<file path="src/rtl/qpg_isqrt.sv">
`timescale 1ns / 1ps

module qpg_isqrt #(
  parameter int InW = 34
) (
  input  logic             clk_i,
  input  logic             en_i,
  input  logic [InW-1:0]   rad_i,
  output logic [InW/2-1:0] root_o
);

  localparam int Steps = InW / 2;

  logic [InW-1:0] num_q [Steps-1];
  logic [InW-1:0] res_q [Steps];

  for (genvar j = 0; j < Steps; j++) begin : g_st
    localparam logic [InW-1:0] Bit = {{(InW-1){1'b0}}, 1'b1} << (InW - 2 - 2 * j);
    logic [InW-1:0] n_in;
    logic [InW-1:0] r_in;
    logic [InW:0]   t;
    logic           ge;

    if (j == 0) begin : g_first
      assign n_in = rad_i;
      assign r_in = '0;
    end else begin : g_next
      assign n_in = num_q[j-1];
      assign r_in = res_q[j-1];
    end

    assign t  = {1'b0, r_in} + {1'b0, Bit};
    assign ge = {1'b0, n_in} >= t;

    always_ff @(posedge clk_i) begin
      if (en_i) begin
        res_q[j] <= ge ? (r_in >> 1) + Bit : r_in >> 1;
      end
    end

    if (j < Steps - 1) begin : g_num
      always_ff @(posedge clk_i) begin
        if (en_i) begin
          num_q[j] <= ge ? n_in - t[InW-1:0] : n_in;
        end
      end
    end
  end

  assign root_o = res_q[Steps-1][InW/2-1:0];

endmodule

</file>
<file path="config.mk">
export PLATFORM = sky130hd
export DESIGN_NAME = qpg_isqrt
export DESIGN_NICKNAME = d
export VERILOG_FILES = /design/src/rtl/qpg_isqrt.sv
export SDC_FILE = /design/constraint.sdc
export NUM_CORES = 1
export LEC_CHECK = 0
export BUFFER_PORTS_ARGS = -buffer_cell sky130_fd_sc_hd__clkbuf_2
export CAP_MARGIN = 5
export CORE_MARGIN = 4
export CORE_UTILIZATION = 40
export DETAILED_ROUTE_END_ITERATION = 6
export GPL_ROUTABILITY_DRIVEN = 0
export GPL_TIMING_DRIVEN = 0
export PLACE_DENSITY_LB_ADDON = 0.3
export SKIP_CTS_REPAIR_TIMING = 1
export SLEW_MARGIN = 20
export SYNTH_ARGS = -nofsm -noshare
export SYNTH_HDL_FRONTEND = slang
export SYNTH_SLANG_ARGS = --single-unit
</file>
<file path="constraint.sdc">
create_clock -name clk_i -period 4.2 [get_ports clk_i]
set_clock_uncertainty 0.15 [all_clocks]
set_input_delay 0.42 -clock clk_i [delete_from_list [all_inputs] [get_ports clk_i]]
set_output_delay 0.42 -clock clk_i [all_outputs]
set_load 0.05 [all_outputs]
</file>
# --- Word level (Yosys, flattened, before mapping) ---
# Memory sizes are Yosys's and may differ from the RTL's.
# Cells that the tools add are included.
totals:
  regBits: 0
  mem_bits_rw: 1122
  out_inout_bits: 17
  wordCells: 102
  mem_count: 2
op_classes:
  n_addsub: 48
  n_lt_le_gt_ge: 17
  muxes: 35
memory_table:
  columns: ["name", "depth", "width", "read_ports", "rd_clocked_by_memory_dff", "wr", "line_no", "rtl"]
  rows:
  - ["res_q", 17, 34, 17, 0, 17, "15", "logic [InW-1:0] res_q [Steps];"]
  - ["num_q", 16, 34, 16, 0, 16, "14", "logic [InW-1:0] num_q [Steps-1];"]
ops:
  columns: ["cell", "n"]
  rows:
  - ["2-to-1 mux 34 bit", 32]
  - [">= comparator 34 x 35 -> 1 bit", 16]
  - ["subtractor 34 bit", 15]
  - ["adder 34 x 1 -> 35 bit (second input constant)", 1]
  - ["adder 34 x 11 -> 35 bit (second input constant)", 1]
  - ["adder 34 x 13 -> 35 bit (second input constant)", 1]
  - ["adder 34 x 15 -> 35 bit (second input constant)", 1]
  - ["adder 34 x 17 -> 35 bit (second input constant)", 1]
  - ["adder 34 x 19 -> 35 bit (second input constant)", 1]
  - ["adder 34 x 21 -> 35 bit (second input constant)", 1]
  - ["adder 34 x 23 -> 35 bit (second input constant)", 1]
  - ["adder 34 x 25 -> 35 bit (second input constant)", 1]
  - ["adder 34 x 27 -> 35 bit (second input constant)", 1]
  - ["adder 34 x 29 -> 35 bit (second input constant)", 1]
  - ["adder 34 x 3 -> 35 bit (second input constant)", 1]
  - ["adder 34 x 31 -> 35 bit (second input constant)", 1]
  - ["adder 34 x 5 -> 35 bit (second input constant)", 1]
  - ["adder 34 x 7 -> 35 bit (second input constant)", 1]
  - ["adder 34 x 9 -> 35 bit (second input constant)", 1]
  - ["adder 33 x 1 -> 34 bit (second input constant)", 1]
  - ["adder 33 x 11 -> 34 bit (second input constant)", 1]
  - ["adder 33 x 13 -> 34 bit (second input constant)", 1]
  - ["adder 33 x 15 -> 34 bit (second input constant)", 1]
  - ["adder 33 x 17 -> 34 bit (second input constant)", 1]
  - ["15 further kinds", 16]

# --- Depth between registers and ports, before layout ---
# An unclocked memory read counts as a cell.
depth:
  depth_word: 4
  mapped_depth: 12

# --- Worst setup path before layout ---
# Ideal clock, no wire load.
synth_timing:
  path_kind: "register -> register"
  from: "mem num_q[14][5] (netlist: num_q[7][5])"
  to: "mem num_q[15][27] (netlist: num_q[7][61]) (data pin)"
  setup_time_ns: 0.258
  t_arrival_ns: 2.777
  path_slack_ns: 1.016
  path_stages_with_launch: 11
  path_buffers: 1
  path_cell_list: "edfxtp_1 -> ha_1 -> a21oi_1 -> nand2_1 -> a221o_1 -> a21boi_1 -> o221ai_1 -> or3_1 -> clkbuf_1 -> or4_1 -> xnor2_1"
synth_rtl:
  columns: ["item", "line_no"]
  rows:
  - ["start: declaration", "14"]

==> summary.md <==
| Metric | Value |
|---|---|
| Peak fanout along the critical path | 10 |
| Dominant cell by count in the synthesized netlist | edfxtp_1 |
| Critical path type | reg -> reg |
| Required time at the endpoint of the critical path | 4.52 ns |
| Synth top area share | about two thirds |
| Cell area after layout | 0.0366 mm2 |
| Vias in the first global route | a little under 20000 |
| Hold/Removal Path Class | in -> reg |
| Total power density per cell area | 489 mW/mm2 |
| Remaining number of nets flagged by the antenna check after routing | 0 |
| Clock insertion delay at the later pin of the skew report | ~0.63 ns |
| Static leakage | about 14 nW |
| Number of warnings issued by yosys | 0 |
| Count of clock tree sinks | roughly 700 |
| Per-cell via count in the routed design | roughly 5.2 |
| Count of state elements after synthesis | 697 |
| Std-Cell Rows | 103 |
| EDFF count, synth | 697 |
| Endpoint, Worst Hold | res_q[0][161]$_DFFE_PP_ |
| Reg-to-reg critical path endpoint | num_q[7][37]$_DFFE_PP_ |
| Mapped Avg Cell Area | approximately 13 um2 |
| Max Transition Viols Final | 0 |
| Top post-synthesis cells by area | edfxtp_1, ha_1, xor2_1 |
| Sum of negative setup slack | 0 ns |
| Clock tree from TritonCTS | yes |
| Post-detailed-route DRC marker count | 0 |
| Total power of the final layout | about 18 mW |
| Arr. time, crit path | between 4 and 5 ns |
| Final critical delay including setup and external delays | approximately 4 ns |
| Syn Nets | ~2600 |
| Post-detailed-route wirelength per cell | approximately 16 um |
| Io pins | 53 |
| Crit path launch type | flop |
| Leftover overflow at the end of global routing | 0 |
| Logic depth of the worst register-to-register path | 11 |
| Fraction of power spent switching nets | a little over a quarter |
| Highest Clock Rate | between 200 and 250 MHz |
| Headroom to the max-slew limit | ~30% |
| Net total in the final layout | between 2000 and 3000 |
| Share of the cycle needed by the critical path after routing | a little over nine tenths |
| Count of antenna diodes in the layout | 0 |
| Ratio of cells with drive above 1 in the final layout | 7.48% |
| Result of the run | complete, no violations |
| Synth cell types | 69 |
| Leading register cell type out of synthesis | edfxtp_1 |
| Seq pwr share | between 50% and 60% |
| Starting utilization of the core area | 40.6% |
| Worst flop-to-flop path startpoint | num_q[7][5]$_DFFE_PP_ |
| Detail Placement HPWL | between 40000 and 50000 um |
| Die Height | between 200 and 300 um |
| Gr usage total | about 14% |
| Dpl cell area | around 0.034 mm2 |
| Switching Power | ~4.7 mW |
| CTS root buffer | clkbuf_16 |
| Register-to-register setup slack | between 0.15 and 0.2 ns |
| Pin count of the biggest net entering global routing | roughly 110 |
| Bufs on Longest Clock Path | 3 |
| Post-synth design cell area | ~0.032 mm2 |
| Die Outline Area | between 0.08 and 0.09 mm2 |
| Fraction of registers with async set or reset after synthesis | 0% |
| Hold path depth | 1 |
| Core Area | about 0.080 mm2 |
| Final setup margin | between 0.15 and 0.2 ns |
| Top cells by count, synth | edfxtp_1, inv_1, ha_1 |
| Portion of total power attributed to the clock network | between 30% and 40% |
| Iteration-0 DRC count of the detailed router | between 1000 and 1500 |
| Post-place setup slack | -0.167 ns |
| Count of H-tree levels built during CTS | 3 |
| Horiz. Die Dim | between 200 and 300 um |
| Max rail drop VDD | 0.000321 V |
| Wire length of the first global-routing pass | 98200 um |
| Detailed-router iteration count before antenna repair | 5 |
| Number of setup violations in the final report | 0 |
| Seq/Total Area, Yosys | 64.9% |
| Unrepaired setup endpoints after global routing | false |
| Transition time at the pin with the least slew margin | 1.04 ns |
| Initial antenna violation count | 0 |
| Layout area overhead | 13.6% |
| Capturing element type of the critical path | flop |
| Clock buffer count from CTS | about 70 |
| Synthesized instance count | 2442 |
| Number of buffers added on ports | 52 |
| Int Pwr | 13.2 mW |
| Detailed Route WL | 61200 um |
| Cell type with the largest total area after synthesis | edfxtp_1 |
| Final hold violation count | 0 |
| Clock-pin slew of the registers on the worst-case setup and hold paths | roughly 0.060 ns |
| Count of vias placed by the detailed router | approximately 19000 |
| Comb power frac | between 15 and 20% |
| Worst Hold Launch | en_i |
| # Max-Cap Violations | 0 |
layout by cell type (no fill, tap or decap), types with 32 or more instances in the layout:
master,n
xor2_1,114
edfxtp_1,697
nand4_1,32
clkbuf_2,51
inv_1,201
nor2b_1,33
ha_1,166
nor3_1,78
dlygate4sd3_1,35
nand2_1,138
o21ai_0,128
nor4_1,82
a21o_1,34
clkbuf_16,71
a21oi_1,117
xnor2_1,98
nor2_1,130
clkbuf_1,44
nand3_1,36
nand2b_1,37
worst max-delay path, cell delays in order (launching register included):
cell	delay [ns]
edfxtp_1	0.40
ha_1	0.39
a21oi_1	0.18
nand2_1	0.11
a221o_1	0.41
a21boi_1	0.46
o221ai_1	0.36
nor3_4	0.44
inv_1	0.13
clkbuf_1	0.28
buf_1	0.32
a21oi_1	0.22
registers in the layout, summed over array words and instances, names as in the netlist:
name and flops:
num_q 544, res_q 153
layout make-up:
class	count	area (um2)
well taps	1050	1310
fillers	6886	42900
clock inverters	34	363
inverters	202	758
flip-flops and latches	697	20900
plain buffers	29	113
clock buffers	92	1860
repair buffers	94	812
multi-input cells	1514	10500
power by group through the flow:
stage / clock [mW] / sequential, mW / combinational [mW]
floorplan: 0 / 9.19 / 2.00
global placement: 0 / 9.51 / 2.59
detailed placement: 0 / 9.35 / 2.72
CTS: 6.14 / 9.21 / 2.73
global route: 6.42 / 9.30 / 3.09
finish: 5.96 / 9.21 / 2.76
routing by layer:
layer	vias up	routed length, um	track usage [%]
li1	9486	-	-
met1	9206	21500	13.3
met2	379	34600	28.6
met3	174	1750	2.30
met4	0	3330	7.63
met5	-	0	0
worst max path at each step:
stage | depth (start not counted) | startpoint | to
2_1_floorplan | 10 | num_q[7][5]$_DFFE_PP_ | num_q[7][61]$_DFFE_PP_
3_3_place_gp | 1 | en_i | res_q[1][244]$_DFFE_PP_
3_5_place_dp | 10 | num_q[7][7]$_DFFE_PP_ | num_q[7][37]$_DFFE_PP_
4_1_cts | 10 | num_q[7][7]$_DFFE_PP_ | num_q[7][37]$_DFFE_PP_
5_1_grt | 11 | num_q[7][5]$_DFFE_PP_ | num_q[7][37]$_DFFE_PP_
6_report | 11 | num_q[7][5]$_DFFE_PP_ | num_q[7][37]$_DFFE_PP_
through the flow:
stage | std cells | utilization [%] | hold WS, ns
2_1_floorplan | 2442 | - | 0.267
3_3_place_gp | 3544 | 42.5 | 0.275
3_5_place_dp | 3551 | 42.8 | 0.280
4_1_cts | 3677 | 45.6 | -0.247
5_1_grt | 3712 | 46.1 | 0.158
6_report | 3712 | 46.1 | 0.156
cells by family after synthesis:
| family | after synthesis | share of synthesized area [%] |
|---|---|---|
| DFF | 697 | 64.9 |
| muxes | 27 | 0.912 |
| and+or+nand+nor | 684 | 11.2 |
| buffers and inverters | 231 | 2.70 |
| xor gates and xnor gates | 212 | 5.76 |
| adders and majority gates | 166 | 6.44 |
| AOI/OAI and AO/OA | 425 | 8.12 |
Note: power is estimated with default switching activity, not from simulation.
